==> config.mk <==
export PLATFORM = sky130hd
export DESIGN_NAME = kti_cell
export DESIGN_NICKNAME = d
export VERILOG_FILES = /design/src/design/kti_pkg.sv /design/src/design/kti_cell.sv
export SDC_FILE = /design/constraint.sdc
export NUM_CORES = 1
export LEC_CHECK = 0
export BUFFER_PORTS_ARGS = -buffer_cell sky130_fd_sc_hd__buf_2
export CAP_MARGIN = 20
export CORE_AREA = 3 3 105 107
export DETAILED_ROUTE_END_ITERATION = 8
export DIE_AREA = 0 0 108 110
export MAX_ROUTING_LAYER = met4
export PLACE_DENSITY = 0.69
export SLEW_MARGIN = 0
export SYNTH_ARGS = -nofsm -noshare
export SYNTH_HDL_FRONTEND = slang
export SYNTH_SLANG_ARGS = --single-unit
==> constraint.sdc <==
create_clock -name clk -period 3.25 [get_ports clk]
set_input_delay 0.325 -clock clk [delete_from_list [all_inputs] [get_ports clk]]
set_output_delay 0.325 -clock clk [all_outputs]
set_load 0.03 [all_outputs]
==> src/design/kti_pkg.sv <==
// Package for the keyframe track interpolator: opcodes, status codes, key types.
// No dependencies.
`default_nettype none
package kti_pkg;
	localparam logic [1:0] OP_GET = 2'd0;
	localparam logic [1:0] OP_SET = 2'd1;
	localparam logic [1:0] OP_DEL = 2'd2;
	localparam logic [1:0] ST_OK   = 2'd0;
	localparam logic [1:0] ST_FULL = 2'd1;
	localparam logic [1:0] ST_MISS = 2'd2;
	localparam logic [2:0] TY_LIN = 3'd1;
	localparam logic [2:0] TY_L16 = 3'd2;
	localparam logic [2:0] TY_L8  = 3'd3;
	localparam logic [2:0] TY_L4  = 3'd4;

	// per-cell shift command
	typedef struct packed {
		logic ins;
		logic del;
		logic wr;
	} kti_cmd_t;
endpackage
`default_nettype wire

==> src/design/kti_cell.sv <==
// One key cell of the sorted table: holds row, value and type, shifts with neighbours.
// Depends on kti_pkg.
`default_nettype none
module kti_cell
	import kti_pkg::*;
(
	input  wire logic        clk,
	input  wire kti_cmd_t    cmd,
	input  wire logic        at_ge,
	input  wire logic        at_hit,
	input  wire logic [31:0] prev_row,
	input  wire logic [31:0] prev_val,
	input  wire logic [2:0]  prev_typ,
	input  wire logic        prev_ge,
	input  wire logic [31:0] next_row,
	input  wire logic [31:0] next_val,
	input  wire logic [2:0]  next_typ,
	input  wire logic [31:0] new_row,
	input  wire logic [31:0] new_val,
	input  wire logic [2:0]  new_typ,
	output logic      [31:0] row_q,
	output logic      [31:0] val_q,
	output logic      [2:0]  typ_q
);
	always_ff @(posedge clk) begin
		if (cmd.wr && at_hit) begin
			val_q <= new_val;
			typ_q <= new_typ;
		end else if (cmd.ins && at_ge) begin
			if (prev_ge) begin
				row_q <= prev_row;
				val_q <= prev_val;
				typ_q <= prev_typ;
			end else begin
				row_q <= new_row;
				val_q <= new_val;
				typ_q <= new_typ;
			end
		end else if (cmd.del && at_ge) begin
			row_q <= next_row;
			val_q <= next_val;
			typ_q <= next_typ;
		end
	end
endmodule
`default_nettype wire

==> qor.yml, run 1 <==
grt_pass1_wl_um: 15300
rsz0062_at_grt: "no"
setup_violations: 0
cts_setup_buffers: 0
worst-path-max-fanout: 32
critPathArrivalTime_ps: 1490
tns_ps: 0
drtIter0Drc: 166
layout.cells.non_filler: 674
dieArea_sq_um: 11900
hold_viol: 0
fmax_mhz: 648
grt_max_degree: 65
period_share_pct: 47.5
cts_buffers: 9
avgSynthCellArea_sq_um: 12.5
coreArea_sq_um: 10200
tightest_slew_ps: 1030
peakVddDrop_mv: 0.219
io_buffers: 274
num_vias: 3251
io_pins: 275
end_kind: "flip-flop"
n_fill_cell: 974
ctsRootBufferMaster: "clkbuf_8"
cts_tree: "built"
wl_um: 11000
dr.pass1.iters: 4
hold-path-cell-count: 3
ys_ff_latch: 67
track_usage_pct: 17.4
syn_nets: 474
wl_per_cell_um: 16.3
area_delta_synth_final_pct: 50.9
placed_cells: 658
place_congestion: 0.777
p_per_area_nw_per_um2: 499
htreeDepth: 3
clk_path_buf_depth: 2
ys_seq_area_share_pct: 60.6
relSlewSlack_pct: 30.9
register_area_sq_um: 2010
drive_above_1_share_pct: 55.6
diodes: 0
fin_crit_ps: 1540
post-dp-hpwl_um: 8780
overflow: 0
critPathLaunchType: "input port"
die_w_um: 108
syn_area_sq_um: 3320
drc_errors: 0
hp-class: "input port to flip-flop"
antenna_found_initial: 0
synthCells: 266
critPathKind: "input port to flip-flop"
clock_sinks: 67
core.rowCount: 37
path_clk_slew_ps: 80
avgViaCountPerCell: 4.82
p_leak_nw: 2.38
ant_nets: 0
grt_pass1_vias: 3051
maxCapViolations: 0
final_cell_mix: "buf_2 (274), edfxtp_1 (67), o22ai_1 (35)"
die_y_um: 110
drv_slew: 0
cts_resized: 0
yosys_warnings: 0
start_util_pct: 32.5
ctsHoldBuffers: 0
fin_nets: 741
status: "finished, final reports clean"
required_ps: 3200
multi_input_area_sq_um: 1180
ys_types: 15
final_common_cell: "buf_2"
==> stage by stage <==
stage          hold slack [ps]  area [sq um]  worst slack (ps)  utilization, %  total power [mW]
6_report                   261          5010              1710            49.0              2.50
5_1_grt                    238          5010              1620            49.0              2.62
4_1_cts                    242          5010              1720            49.0              2.53
3_5_place_dp               603          4800              1320            46.9              1.77
3_3_place_gp               602          4780              1270            46.7              1.76
2_1_floorplan              512          3320               798               -              1.51
==> logic make-up after synthesis <==
kind of cell    after synthesis  share of synthesized area (%)
compound gates              105                           21.2
buf+inv                      25                           4.26
flops                        67                           60.6
mux                          32                           9.64
simple gates                 37                           4.29
==> synthesized netlist by cell type <==
cell | n | area [sq um]
edfxtp_1 | 67 | 2010
nand2_1 | 35 | 131
o22ai_1 | 35 | 219
a2bb2oi_1 | 34 | 298
o21ai_0 | 33 | 165
mux2i_1 | 32 | 320
buf_2 | 11 | 55.1
clkbuf_1 | 9 | 33.8
buf_6 | 4 | 45.0
a21oi_1 | 1 | 5.00
and2_1 | 1 | 6.26
buf_4 | 1 | 7.51
nand3_1 | 1 | 5.00
o21a_1 | 1 | 7.51
o2bb2a_2 | 1 | 11.3
==> report_power, final <==
group          leakage, nW  internal, mW  switching (mW)  total, mW
clock network        0.103         0.429           0.324      0.753
registers            0.643          1.08          0.0292       1.10
logic                 1.63         0.243           0.401      0.644
total                 2.38          1.75           0.754       2.50
==> sequential cells by signal (all words and copies together), names as in the netlist <==
name   count
row_q     32
typ_q      3
val_q     32
==> worst max-delay path: stages <==
cell and delay (ps):
buf_2 110, o21ai_0 190, a21oi_4 830
==> cell type report <==
| class | count | area share (%) |
|---|---|---|
| clock inverters | 7 | 1.85 |
| flip-flops and latches | 67 | 40.1 |
| repair buffers | 281 | 28.6 |
| well taps | 136 | 3.39 |
| multi-input cells | 174 | 23.6 |
| clock buffers | 9 | 2.47 |
==> worst paths after layout <==
check	start	to
max	at_ge	row_q[24]
min	next_row[26]	row_q[26]
==> routing by layer <==
metal / up-vias / GRT usage [%] / part of all wire, %
li1: 1599 / - / -
met1: 1456 / 19.1 / 38
met2: 188 / 31.7 / 52
met3: 8 / 4.48 / 8.4
met4: 0 / 4.24 / 0.83
met5: - / - / 0
(Power assumes the default switching activity.)
==> run 2: changes to the inputs <==
==> constraint.sdc (replaced) <==
create_clock -name clk -period 1.5 [get_ports clk]
set_input_delay 0.15 -clock clk [delete_from_list [all_inputs] [get_ports clk]]
set_output_delay 0.15 -clock clk [all_outputs]
set_load 0.03 [all_outputs]
==> run 2 against run 1 <==
Effect of this change: total power rose by 120%; count of clock-buffer cells in the layout did not move; combinational power rose by 130%; largest cell class unchanged; critical path type is now flip-flop to output pin; via count fell by 0.52%; cell area rose by 2.8%; sequential power rose by 120%; largest power group unchanged.
==> qor.yml, run 2 (same netlist as run 1, synthesis figures left out) <==
wl_per_cell_um: 15.7  # was 16.3 um
drv_slew: 0  # unchanged
wl_um: 10600  # was 11000 um
io_buffers: 274  # unchanged
dieArea_sq_um: 11900  # unchanged
die_y_um: 110  # unchanged
diodes: 0  # unchanged
cts_buffers: 9  # unchanged
io_pins: 275  # unchanged
ctsRootBufferMaster: "clkbuf_8"  # unchanged
cts_resized: 0  # unchanged
layout.cells.non_filler: 680  # was 674
setup_violations: 0  # unchanged
fmax_mhz: 941
worst-path-max-fanout: 1  # was 32
drtIter0Drc: 111  # was 166
placed_cells: 664  # was 658
ctsHoldBuffers: 0  # unchanged
grt_pass1_wl_um: 14800  # was 15300 um
status: "finished, final reports clean"  # unchanged
wl_met2_um: 5480  # was 5750 um
avgViaCountPerCell: 4.76  # was 4.82
final_common_cell: "buf_2"  # unchanged
path_clk_slew_ps: 80  # about the same
coreArea_sq_um: 10200  # unchanged
critPathArrivalTime_ps: 910  # was 1490 ps
fin_crit_ps: 1060
area_delta_synth_final_pct: 55.1  # was 50.9%
required_ps: 1350  # was 3200 ps
drt-met1-wl_um: 4040  # was 4230 um
place_congestion: 0.781  # was 0.777
grt_max_degree: 65  # unchanged
highest_layer: "met4"  # unchanged
tightest_slew_ps: 451  # was 1030 ps
final_cell_mix: "buf_2 (274), edfxtp_1 (67), o22ai_1 (35)"  # unchanged
cp_slowest_cell: "edfxtp_1"  # was a21oi_4
min_to: "row_q[18]"  # was row_q[26]
clk_path_buf_depth: 2  # unchanged
multi_input_area_sq_um: 1180  # about the same
drive_above_1_share_pct: 56.1  # was 55.6%
dr.pass1.iters: 4  # unchanged
period_share_pct: 70.8
largestRegisters: "row_q (32), val_q (32), typ_q (3)"  # unchanged
tns_ps: 0  # unchanged
register_area_sq_um: 2010  # unchanged
wl_met3_um: 932  # was 926 um
grt_pass1_vias: 3182  # was 3051
htreeDepth: 3  # unchanged
hold_viol: 0  # unchanged
ant_nets: 0  # unchanged
p_leak_nw: 2.44  # was 2.38 nW
hp-start: "next_row[18]"  # was next_row[26]
cp_cell_sequence: "buf_2"  # was buf_2, o21ai_0, a21oi_4
cts_setup_buffers: 0  # unchanged
relSlewSlack_pct: 69.6  # was 30.9%
p_per_area_nw_per_um2: 1060  # was 499 nW/um^2
total_power_mw: 5.46  # was 2.50 mW
drc_errors: 0  # unchanged
antenna_found_initial: 0  # unchanged
num_vias: 3234  # was 3251
end_kind: "output pin"  # was flip-flop
start_util_pct: 32.5  # unchanged
fin_nets: 747  # was 741
cts_tree: "built"  # unchanged
overflow: 0  # unchanged
rsz0062_at_grt: "no"  # unchanged
worst-path-buf-inv: 1  # unchanged
core.rowCount: 37  # unchanged
critPathLaunchType: "flip-flop"  # was input port
hp-class: "input port to flip-flop"  # unchanged
die_w_um: 108  # unchanged
critPathKind: "flip-flop to output pin"  # was input port to flip-flop
cpLargestDelayFamily: "flip-flops"  # was compound AO/OA/AOI/OAI gates
cpPeakStageDelay_ps: 390  # was 830 ps
post-dp-hpwl_um: 8560  # was 8780 um
hold-path-cell-count: 3  # unchanged
fin_hold_ws_ps: 86.6  # was 261 ps
clock_sinks: 67  # unchanged
final_core_util_pct: 50.3  # was 49.0%
n_fill_cell: 921  # was 974
peakVddDrop_mv: 0.456  # was 0.219 mV
maxCapViolations: 0  # unchanged
track_usage_pct: 16.6  # was 17.4%
[run 2: area by class of cell]
type | instances | area share, %
clock buffers | 9 | 2.40
flip-flops and latches | 67 | 39.1
clock inverters | 7 | 1.77
well taps | 136 | 3.30
repair buffers | 287 | 30.5
multi-input cells | 174 | 23.0
[run 2: worst max-delay path by stage]
stage | from | end | slack [ps] | cells after the start
6_report | val_q[23] | val_q[23] | 440 | 1
5_1_grt | val_q[3] | val_q[3] | 380 | 1
4_1_cts | val_q[23] | val_q[23] | 390 | 1
3_5_place_dp | prev_ge | row_q[19] | 130 | 4
3_3_place_gp | prev_ge | row_q[31] | 160 | 4
2_1_floorplan | cmd[0] | typ_q[0] | 50 | 3
[run 2: power by group]
group,switching (mW),total (mW),leakage (nW),internal (mW)
clock network,0.698,1.63,0.101,0.930
logic,0.876,1.45,1.70,0.571
registers,0.0563,2.38,0.643,2.33
[run 2: metal layers]
| metal | up-vias | global-route usage (%) |
|---|---|---|
| li1 | 1607 | - |
| met1 | 1437 | 17.5 |
| met2 | 175 | 29.9 |
| met3 | 15 | 4.72 |
| met4 | 0 | 5.86 |
| met5 | - | - |
[run 2: stage by stage]
stage,cell area [sq um],setup WS (ps)
global route,5150,385
CTS,5150,393
floorplan,3340,45.4
detailed placement,4940,133
global placement,4940,158
finish,5150,438
