`src/design/kti_pkg.sv`:
```
// Package for the keyframe track interpolator: opcodes, status codes, key types.
// No dependencies.
`default_nettype none
package kti_pkg;
	localparam logic [1:0] OP_GET = 2'd0;
	localparam logic [1:0] OP_SET = 2'd1;
	localparam logic [1:0] OP_DEL = 2'd2;
	localparam logic [1:0] ST_OK   = 2'd0;
	localparam logic [1:0] ST_FULL = 2'd1;
	localparam logic [1:0] ST_MISS = 2'd2;
	localparam logic [2:0] TY_LIN = 3'd1;
	localparam logic [2:0] TY_L16 = 3'd2;
	localparam logic [2:0] TY_L8  = 3'd3;
	localparam logic [2:0] TY_L4  = 3'd4;

	// per-cell shift command
	typedef struct packed {
		logic ins;
		logic del;
		logic wr;
	} kti_cmd_t;
endpackage
`default_nettype wire

```
`src/design/kti_lerp.sv`:
```
// Serial lane interpolator: per lane, shift-add multiply of |d| by num, then restoring
// division by den. Depends on kti_pkg.
`default_nettype none
module kti_lerp
	import kti_pkg::*;
#(
	parameter int FRAC_BITS = 16
) (
	input  wire logic        clk,
	input  wire logic        arst_n,
	input  wire logic        start,
	input  wire logic [2:0]  typ,
	input  wire logic [31:0] v0,
	input  wire logic [31:0] v1,
	input  wire logic [31:0] dr,
	input  wire logic [31:0] dn,
	input  wire logic [FRAC_BITS-1:0] frac,
	output logic             done,
	output logic      [31:0] res
);
	localparam int NW = 32 + FRAC_BITS;
	localparam int PW = NW + 33;
	localparam int QW = 7;
	localparam logic signed [PW+1:0] S_ONE = (PW+2)'(1);
	localparam logic signed [PW+1:0] S_ZERO = (PW+2)'(0);
	typedef enum logic [2:0] {S_IDLE, S_MUL, S_DIV, S_FIN} st_t;
	st_t st_q;
	logic [5:0]  w_q;
	logic [5:0]  sh_q;
	logic [NW-1:0] num_q, den_q;
	logic [PW-1:0] prod_q;
	logic [NW:0] rem_q;
	logic [PW-1:0] quo_q;
	logic [QW-1:0] cnt_q;
	logic        neg_q;
	logic signed [33:0] a_q;
	logic [31:0] acc_q;
	logic [31:0] mask;
	logic        top;
	logic [4:0]  sb;
	logic signed [33:0] ia, ib, d;
	logic [32:0] mag;
	logic [NW:0] rsh;
	logic        rnz;
	logic signed [PW+1:0] s;
	logic [31:0] a0, b0;
	assign mask = (w_q == 6'd32) ? 32'hffffffff : ((32'd1 << w_q) - 32'd1);
	assign top = ({1'b0, sh_q} + {1'b0, w_q}) >= 7'd32;
	assign sb = 5'(w_q - 6'd1);
	assign a0 = (v0 >> sh_q) & mask;
	assign b0 = (v1 >> sh_q) & mask;
	// top lane is signed
	always_comb begin
		ia = $signed({2'b00, a0});
		ib = $signed({2'b00, b0});
		if (top && a0[sb]) ia = $signed({2'b00, a0}) - $signed(34'd1 << w_q);
		if (top && b0[sb]) ib = $signed({2'b00, b0}) - $signed(34'd1 << w_q);
		d = ib - ia;
		mag = d[33] ? 33'(-d) : d[32:0];
	end
	assign rsh = {rem_q[NW-1:0], prod_q[PW-1]};
	assign rnz = (rem_q != '0);
	always_comb begin
		s = neg_q ? -$signed({2'b00, quo_q}) - (rnz ? S_ONE : S_ZERO)
			: $signed({2'b00, quo_q});
		s = s + a_q;
		if (s < 0 && rnz) s = s + S_ONE;
	end
	always_ff @(posedge clk or negedge arst_n) begin
		if (!arst_n) begin
			st_q <= S_IDLE;
			done <= 1'b0;
		end else begin
			unique case (st_q)
				S_IDLE: if (start) begin
					num_q <= {dr, frac};
					den_q <= {dn, {FRAC_BITS{1'b0}}};
					acc_q <= '0;
					sh_q <= '0;
					prod_q <= '0;
					cnt_q <= QW'(32);
					unique case (typ)
						TY_LIN: begin w_q <= 6'd32; st_q <= S_MUL; done <= 1'b0; end
						TY_L16: begin w_q <= 6'd16; st_q <= S_MUL; done <= 1'b0; end
						TY_L8:  begin w_q <= 6'd8;  st_q <= S_MUL; done <= 1'b0; end
						TY_L4:  begin w_q <= 6'd4;  st_q <= S_MUL; done <= 1'b0; end
						default: begin res <= v0; done <= 1'b1; end
					endcase
				end else begin
					done <= 1'b0;
				end
				S_MUL: begin
					done <= 1'b0;
					a_q <= ia;
					neg_q <= d[33];
					prod_q <= {prod_q[PW-2:0], 1'b0} + (mag[cnt_q[5:0]] ? PW'(num_q) : '0);
					if (cnt_q == '0) begin
						rem_q <= '0;
						quo_q <= '0;
						cnt_q <= QW'(PW - 1);
						st_q <= S_DIV;
					end else begin
						cnt_q <= cnt_q - QW'(1);
					end
				end
				S_DIV: begin
					done <= 1'b0;
					if (rsh >= {1'b0, den_q}) begin
						rem_q <= rsh - {1'b0, den_q};
						quo_q <= {quo_q[PW-2:0], 1'b1};
					end else begin
						rem_q <= rsh;
						quo_q <= {quo_q[PW-2:0], 1'b0};
					end
					prod_q <= {prod_q[PW-2:0], 1'b0};
					if (cnt_q == '0) st_q <= S_FIN;
					else cnt_q <= cnt_q - QW'(1);
				end
				default: begin
					acc_q <= acc_q | ((32'(s) & mask) << sh_q);
					done <= top;
					if (top) begin
						res <= acc_q | ((32'(s) & mask) << sh_q);
						st_q <= S_IDLE;
					end else begin
						sh_q <= sh_q + w_q;
						prod_q <= '0;
						cnt_q <= QW'(32);
						st_q <= S_MUL;
					end
				end
			endcase
		end
	end
endmodule
`default_nettype wire

```
`config.mk`:
```
export PLATFORM = sky130hd
export DESIGN_NAME = kti_lerp
export DESIGN_NICKNAME = d
export VERILOG_FILES = /design/src/design/kti_pkg.sv /design/src/design/kti_lerp.sv
export SDC_FILE = /design/constraint.sdc
export NUM_CORES = 1
export LEC_CHECK = 0
export BUFFER_PORTS_ARGS = -buffer_cell sky130_fd_sc_hd__buf_2
export CAP_MARGIN = 20
export CORE_MARGIN = 2
export CORE_UTILIZATION = 50
export CTS_CLUSTER_DIAMETER = 30
export DETAILED_ROUTE_END_ITERATION = 12
export GPL_TIMING_DRIVEN = 1
export PLACE_DENSITY_LB_ADDON = 0.15
export SYNTH_ARGS = -nofsm -noshare
export SYNTH_HDL_FRONTEND = slang
export SYNTH_SLANG_ARGS = --single-unit
```
`constraint.sdc`:
```
create_clock -name clk -period 16.83 [get_ports clk]
set_input_delay 2.5245 -clock clk [delete_from_list [all_inputs] [get_ports clk]]
set_output_delay 2.5245 -clock clk [all_outputs]
set_load 0.03 [all_outputs]
```
==> out/qor.csv, run 1 <==
metric,value,unit
status,finished clean,
non-filler instance count after layout,5775,
design area,44500,um^2
Fillers,7100,
"Primary FF master, synth",edfxtp_1,
Tot GR Track Use,28.9,%
CORE AREA,77300,um^2
Final WS setup,1.27,ns
setup_tns,0,ns
Placed Cells,5581,
end-of-flow core utilization,57.5,%
fin crit share,92.4,%
Post-DRT Antenna Nets,0,
Synth top area share,31.2,%
initial core utilization,50.4,%
DP Worst Slack,1.21,ns
H-tree depth,3,
Crit path arrival time,16.10,ns
I/O Buffers,182,
hold_sp,rem_q[11],
"Slowest-stage cell, CP",a21oi_1,
io pins,183,
WS Path Type,reg2reg,
share of cells above drive strength 1,11.2,%
"Hold-fix buffers, CTS",0,
PostCTS Resize Cnt,0,
Setup-failing EPs final,0,
Critical Path Sink Type,flip-flop,
power per cell area,239,nW/um^2
reg-to-reg critical path startpoint,w_q[2],
"EDFF count, synth",405,
buffer and inverter count on the worst path,6,
total die area,80100,um^2
Clock Skews,0.0311,ns
CTS tree,done,
"Seq/Total Area, Yosys",31.4,%
drt total wl,119,mm
CP max stage delay,0.72,ns
Max Root-Sink Buffers,3,
nets,5114,
Cell Rows,102,
via count,35701,
worst vdd ir,0.225,mV
Die H,283,um
leakage power,18.8,nW
CP Data Required Time,17.37,ns
largest area contributor in the netlist,edfxtp_1,
synthesized flop and latch total,408,
"Clk pin slew, worst setup/hold paths",0.05,ns
Max Fclk,0.0643,GHz
hpwl dp,89.0,mm
Min-Delay Path Class,reg2reg,
WL/cell,20.6,um
drc violations,0,
GRT Residual Overflow,0,
vias per cell,6.18,
largest net degree at the start of global routing,152,
Final Max Tran Viols,0,
Slew @ Worst Pin,1.06,ns
clk root buf,clkbuf_16,
mapped cell area,38900,um^2
syn nets,4987,
dpl cell area,40800,um^2
top cells by instance count after synthesis,"nand2_1 (426), edfxtp_1 (405), o21ai_0 (336)",
"top cells by area, synth","edfxtp_1 (31%), ha_1 (10%), o21ai_0 (4.3%), a21oi_1 (4.2%), nand2_1 (4.1%)",
die width,283,um
First DRT Iteration DRCs,3725,
Area growth syn-to-layout,14.3,%
Fin. Hold Viols,0,
max-cap violations,0,
syn_area_per_cell,8.62,um^2
"CP delay by family, top",simple AND/OR/NAND/NOR gates,
"Distinct cells, synth",92,
top-count cell post-synth,nand2_1,
global-route wire length before repair,188,mm
yosys warns,0,
Cells after Synth,4518,
initial antenna violation count,1,
CTS Sinks,408,
CTS Buf Count,102,
vias in the first global route,34296,
Critical Path Start Type,flip-flop,
Post-CTS Repair Setup Buffers,0,
Skew-Pair Late Insertion Delay,0.68,ns
1st-pass router iterations,7,
worst-path fanout max,46,
clock period minus worst slack,15.56,ns
RSZ-0062 raised after global routing,false,
Worst slew margin,28.3,%
Crit. Startpoint,w_q[2],
GP Congestion,1.02,
asr flop ratio synth,0.735,%
==> kinds of logic after synthesis <==
logic type	Yosys count	share of synthesized area, %
and+or+nand+nor	1539	19.7
AOI/OAI and AO/OA	1400	23.8
buffers and inverters	467	4.67
DFF	408	31.4
adders and majority gates	319	10.3
xor gates and xnor gates	264	5.99
muxes	121	4.08
==> per-layer routing <==
layer  GRT usage (%)  part of all wire [%]  vias up  wire [um]
met4            8.82                   2.8        0       3370
met1            41.2                    45    16946      53800
met3            5.81                   8.5      239      10100
met5               0                     0        -          0
li1                -                     -    17138          -
met2            44.0                    43     1378      51700
==> cell type report <==
type | count | area (um^2) | share of cell area, %
repair buffers | 226 | 1270 | 2.85
well taps | 1040 | 1300 | 2.92
inverters | 264 | 991 | 2.23
multi-input cells | 3643 | 25000 | 56.2
clock inverters | 85 | 1130 | 2.54
clock buffers | 108 | 2570 | 5.79
diodes | 1 | 2.50 | 0.00562
flip-flops and latches | 408 | 12200 | 27.5
==> final timing paths <==
check | depth (start not counted) | end | slack [ns]
setup / recovery | 53 | prod_q[79] | 1.27
hold / removal | 1 | rem_q[12] | 0.55
setup reg to reg | 53 | prod_q[79] | 1.27
hold reg to reg | 1 | rem_q[12] | 0.55
max in group asynchronous | 1 | st_q[1] | 15.00
min in group asynchronous | 1 | done | 1.67
==> metrics by stage <==
| stage | hold slack [ns] | power [mW] |
|---|---|---|
| floorplan | 0.514 | 6.78 |
| global placement | 0.535 | 8.33 |
| detailed placement | 0.542 | 8.37 |
| CTS | 0.548 | 10.5 |
| global route | 0.557 | 11.4 |
| finish | 0.546 | 10.6 |
==> registers in the layout, indices dropped and copies added, names as in the netlist <==
register / count
prod_q: 81
quo_q: 81
rem_q: 49
num_q: 48
a_q: 34
acc_q: 32
den_q: 32
res: 32
cnt_q: 7
sh_q: 4
w_q: 4
st_q: 2
done: 1
neg_q: 1
==> where the power goes <==
part	total, mW	switching (mW)	internal (mW)
combinational	6.77	4.23	2.54
clock	2.10	0.695	1.40
sequential	1.75	0.183	1.57
==> cells in the final DEF (no fill, tap or decap), types with 61 or more instances in the layout <==
cell	Yosys	layout
o21ai_0	336	336
clkbuf_16	0	102
inv_1	260	259
edfxtp_1	405	405
nand3_1	110	110
nand2_1	426	425
nor2b_1	62	61
xor2_1	112	112
a21o_1	164	164
a21oi_1	329	328
ha_1	314	312
nor2_1	309	308
mux2i_1	70	70
buf_2	18	182
xnor2_1	151	151
and2_1	152	151
nor3_1	108	108
Power figures use the tool's default switching activity.
==> run 2, diff against run 1 <==
--- a/config.mk
+++ b/config.mk
@@ -5,6 +5,7 @@
 export SDC_FILE = /design/constraint.sdc
 export NUM_CORES = 1
 export LEC_CHECK = 0
+export ABC_AREA = 1
 export BUFFER_PORTS_ARGS = -buffer_cell sky130_fd_sc_hd__buf_2
 export CAP_MARGIN = 20
 export CORE_MARGIN = 2
==> run 2 against run 1 <==
Register-to-register slack better by 2.6 ns. First-iteration DRC count is 5.2% higher. Setup slack better by 2.6 ns. Cell count is 34% higher. Synthesized area is 9.0% higher. Critical path depth is 2 higher. Sequential share of layout area is 2.0 points lower. Critical path type unchanged. Largest cell class unchanged. Highest routed layer unchanged.
==> out/qor.csv, run 2 <==
metric,value,unit
status,finished clean,
Hold Slack,0.522,ns
yosys warns,0,
max-cap violations,0,
CORE AREA,83800,um^2
setup_tns,0,ns
initial antenna violation count,2,
Crit path top cell by count,nand2_1,
synthesized flop and latch total,408,
syn_area_per_cell,6.67,um^2
GP Congestion,1.03,
drc violations,0,
asr flop ratio synth,0.735,%
most frequent cells in the layout,"nand2_1 (1625), inv_1 (1014), nor2_1 (647), a21oi_1 (461), nand3_1 (435)",
largest net degree at the start of global routing,131,
io pins,183,
CTS Sinks,408,
Final Max Tran Viols,0,
drt total wl,138,mm
H-tree depth,3,
Worst slew margin,30.5,%
global-route wire length before repair,216,mm
Max Root-Sink Buffers,3,
Critical Path Sink Type,flip-flop,
Crit path arrival time,13.38,ns
Clock Skews,0.0480,ns
Slew @ Worst Pin,1.03,ns
1st-pass router iterations,6,
GRT Residual Overflow,0,
Critical Path Start Type,flip-flop,
"top cells by area, synth","edfxtp_1 (29%), nand2_1 (14%), ha_1 (9.3%), inv_1 (9.0%), nor2_1 (5.8%)",
PostCTS Resize Cnt,0,
largest area contributor in the netlist,edfxtp_1,
Post-CTS Repair Setup Buffers,0,
Tot GR Track Use,31.0,%
Skew-Pair Late Insertion Delay,0.69,ns
mapped cell area,42500,um^2
via count,43302,
Cells after Synth,6367,
hpwl dp,108,mm
"Hold-fix buffers, CTS",0,
RSZ-0062 raised after global routing,false,
Max Fclk,0.0770,GHz
First DRT Iteration DRCs,3919,
Die H,295,um
end-of-flow core utilization,57.4,%
CTS tree,done,
top cells by instance count after synthesis,"nand2_1 (1625), inv_1 (1015), nor2_1 (651)",
"Seq/Total Area, Yosys",28.8,%
clk root buf,clkbuf_16,
worst-path fanout max,48,
"EDFF count, synth",405,
share of cells above drive strength 1,7.96,%
Area growth syn-to-layout,13.2,%
grt met3 use,4.90,%
WS Path Type,reg2reg,
largest registers,"prod_q (81), quo_q (81), rem_q (49)",
Fin. Hold Viols,0,
grt met1 use,43.9,%
Placed Cells,7568,
CP Data Required Time,17.22,ns
Fillers,8249,
total die area,87300,um^2
Post-DRT Antenna Nets,0,
"most common cell after layout, fill and taps aside",nand2_1,
clock period minus worst slack,12.99,ns
initial core utilization,50.6,%
GRT Max-Usage Layer,met2,
Synth top area share,28.6,%
"Clk pin slew, worst setup/hold paths",0.05,ns
Min-Delay Path Class,reg2reg,
Cell Rows,106,
CP max stage delay,0.72,ns
die width,295,um
"Slowest-stage cell, CP",edfxtp_1,
vias in the first global route,40242,
top-count cell post-synth,nand2_1,
"Distinct cells, synth",66,
Setup-failing EPs final,0,
vias per cell,5.58,
"Primary FF master, synth",edfxtp_1,
met2 Use GR,48.0,%
nets,7008,
WL/cell,17.8,um
fin crit share,77.2,%
I/O Buffers,182,
CTS Buf Count,100,
syn nets,6836,
non-filler instance count after layout,7760,
run 2: cell count changes in the layout (fill, tap and decap cells not counted), sizes merged, moves of 48 or more:
cell	delta
xnor2	-80
a21oi	+135
nand2	+1209
and3	-55
nor2	+372
and2	-151
o211a	-50
nor2b	-62
mux2i	-66
nand3	+341
a21o	-143
inv	+767
nand2b	-54
xor2	+48
run 2: worst paths after layout:
| check | end | slack [ns] | from | cells past startpoint |
|---|---|---|---|---|
| max | prod_q[73] | 3.84 | w_q[2] | 55 |
| min | rem_q[11] | 0.52 | rem_q[10] | 2 |
| max reg2reg | prod_q[73] | 3.84 | w_q[2] | 55 |
| min reg2reg | rem_q[11] | 0.52 | rem_q[10] | 2 |
| max in group asynchronous | st_q[0] | 15.01 | arst_n | 1 |
| min in group asynchronous | done | 1.66 | arst_n | 1 |
run 2: cell type report:
cell class,count,area (um^2),share of cell area [%]
diodes,2,5.00,0.0104
clock buffers,109,2580,5.36
clock inverters,78,1020,2.11
inverters,1035,3890,8.10
multi-input cells,4775,25700,53.4
flip-flops and latches,408,12200,25.5
well taps,1134,1420,2.95
repair buffers,219,1230,2.56
run 2: layer usage:
| layer | vias up | wire (um) |
|---|---|---|
| met1 | 19864 | 61900 |
| met5 | - | 0 |
| met3 | 263 | 11400 |
| met2 | 1643 | 60400 |
| met4 | 0 | 4130 |
| li1 | 21532 | - |
run 2: cell families (layout without fill, tap and decap cells):
family / Yosys count / after routing / share of synthesized area, %
compound gates: 1132 / 1132 / 15.2
xor+xnor: 232 / 232 / 4.79
fa+ha+maj: 319 / 319 / 9.49
buf+inv: 1184 / 1441 / 10.8
flops: 408 / 408 / 28.8
mux: 4 / 4 / 0.0943
other cells: 0 / 2 / 0
simple gates: 3088 / 3088 / 30.9
run 2: critical path, delay by kind of cell (launching register included):
kind,cells,cell delay [ns]
AO/OA/AOI/OAI,15,3.93
XOR/XNOR,2,0.31
adder cells (fa/ha/maj),5,1.83
buffers and inverters,6,1.44
flip-flops,1,0.72
AND/OR/NAND/NOR,27,4.35
run 2: through the flow:
| stage | setup slack, ns | instance area, um^2 |
|---|---|---|
| after detailed placement | 3.69 | 44400 |
| final | 3.84 | 48100 |
| after global routing | 3.16 | 48100 |
| after global placement | 3.95 | 44400 |
| after CTS | 4.21 | 48000 |
| after floorplan | 6.51 | 42500 |
Power of run 2 is not shown: default switching activity piles up to over one toggle a cycle in this logic, so the estimate is an artifact.
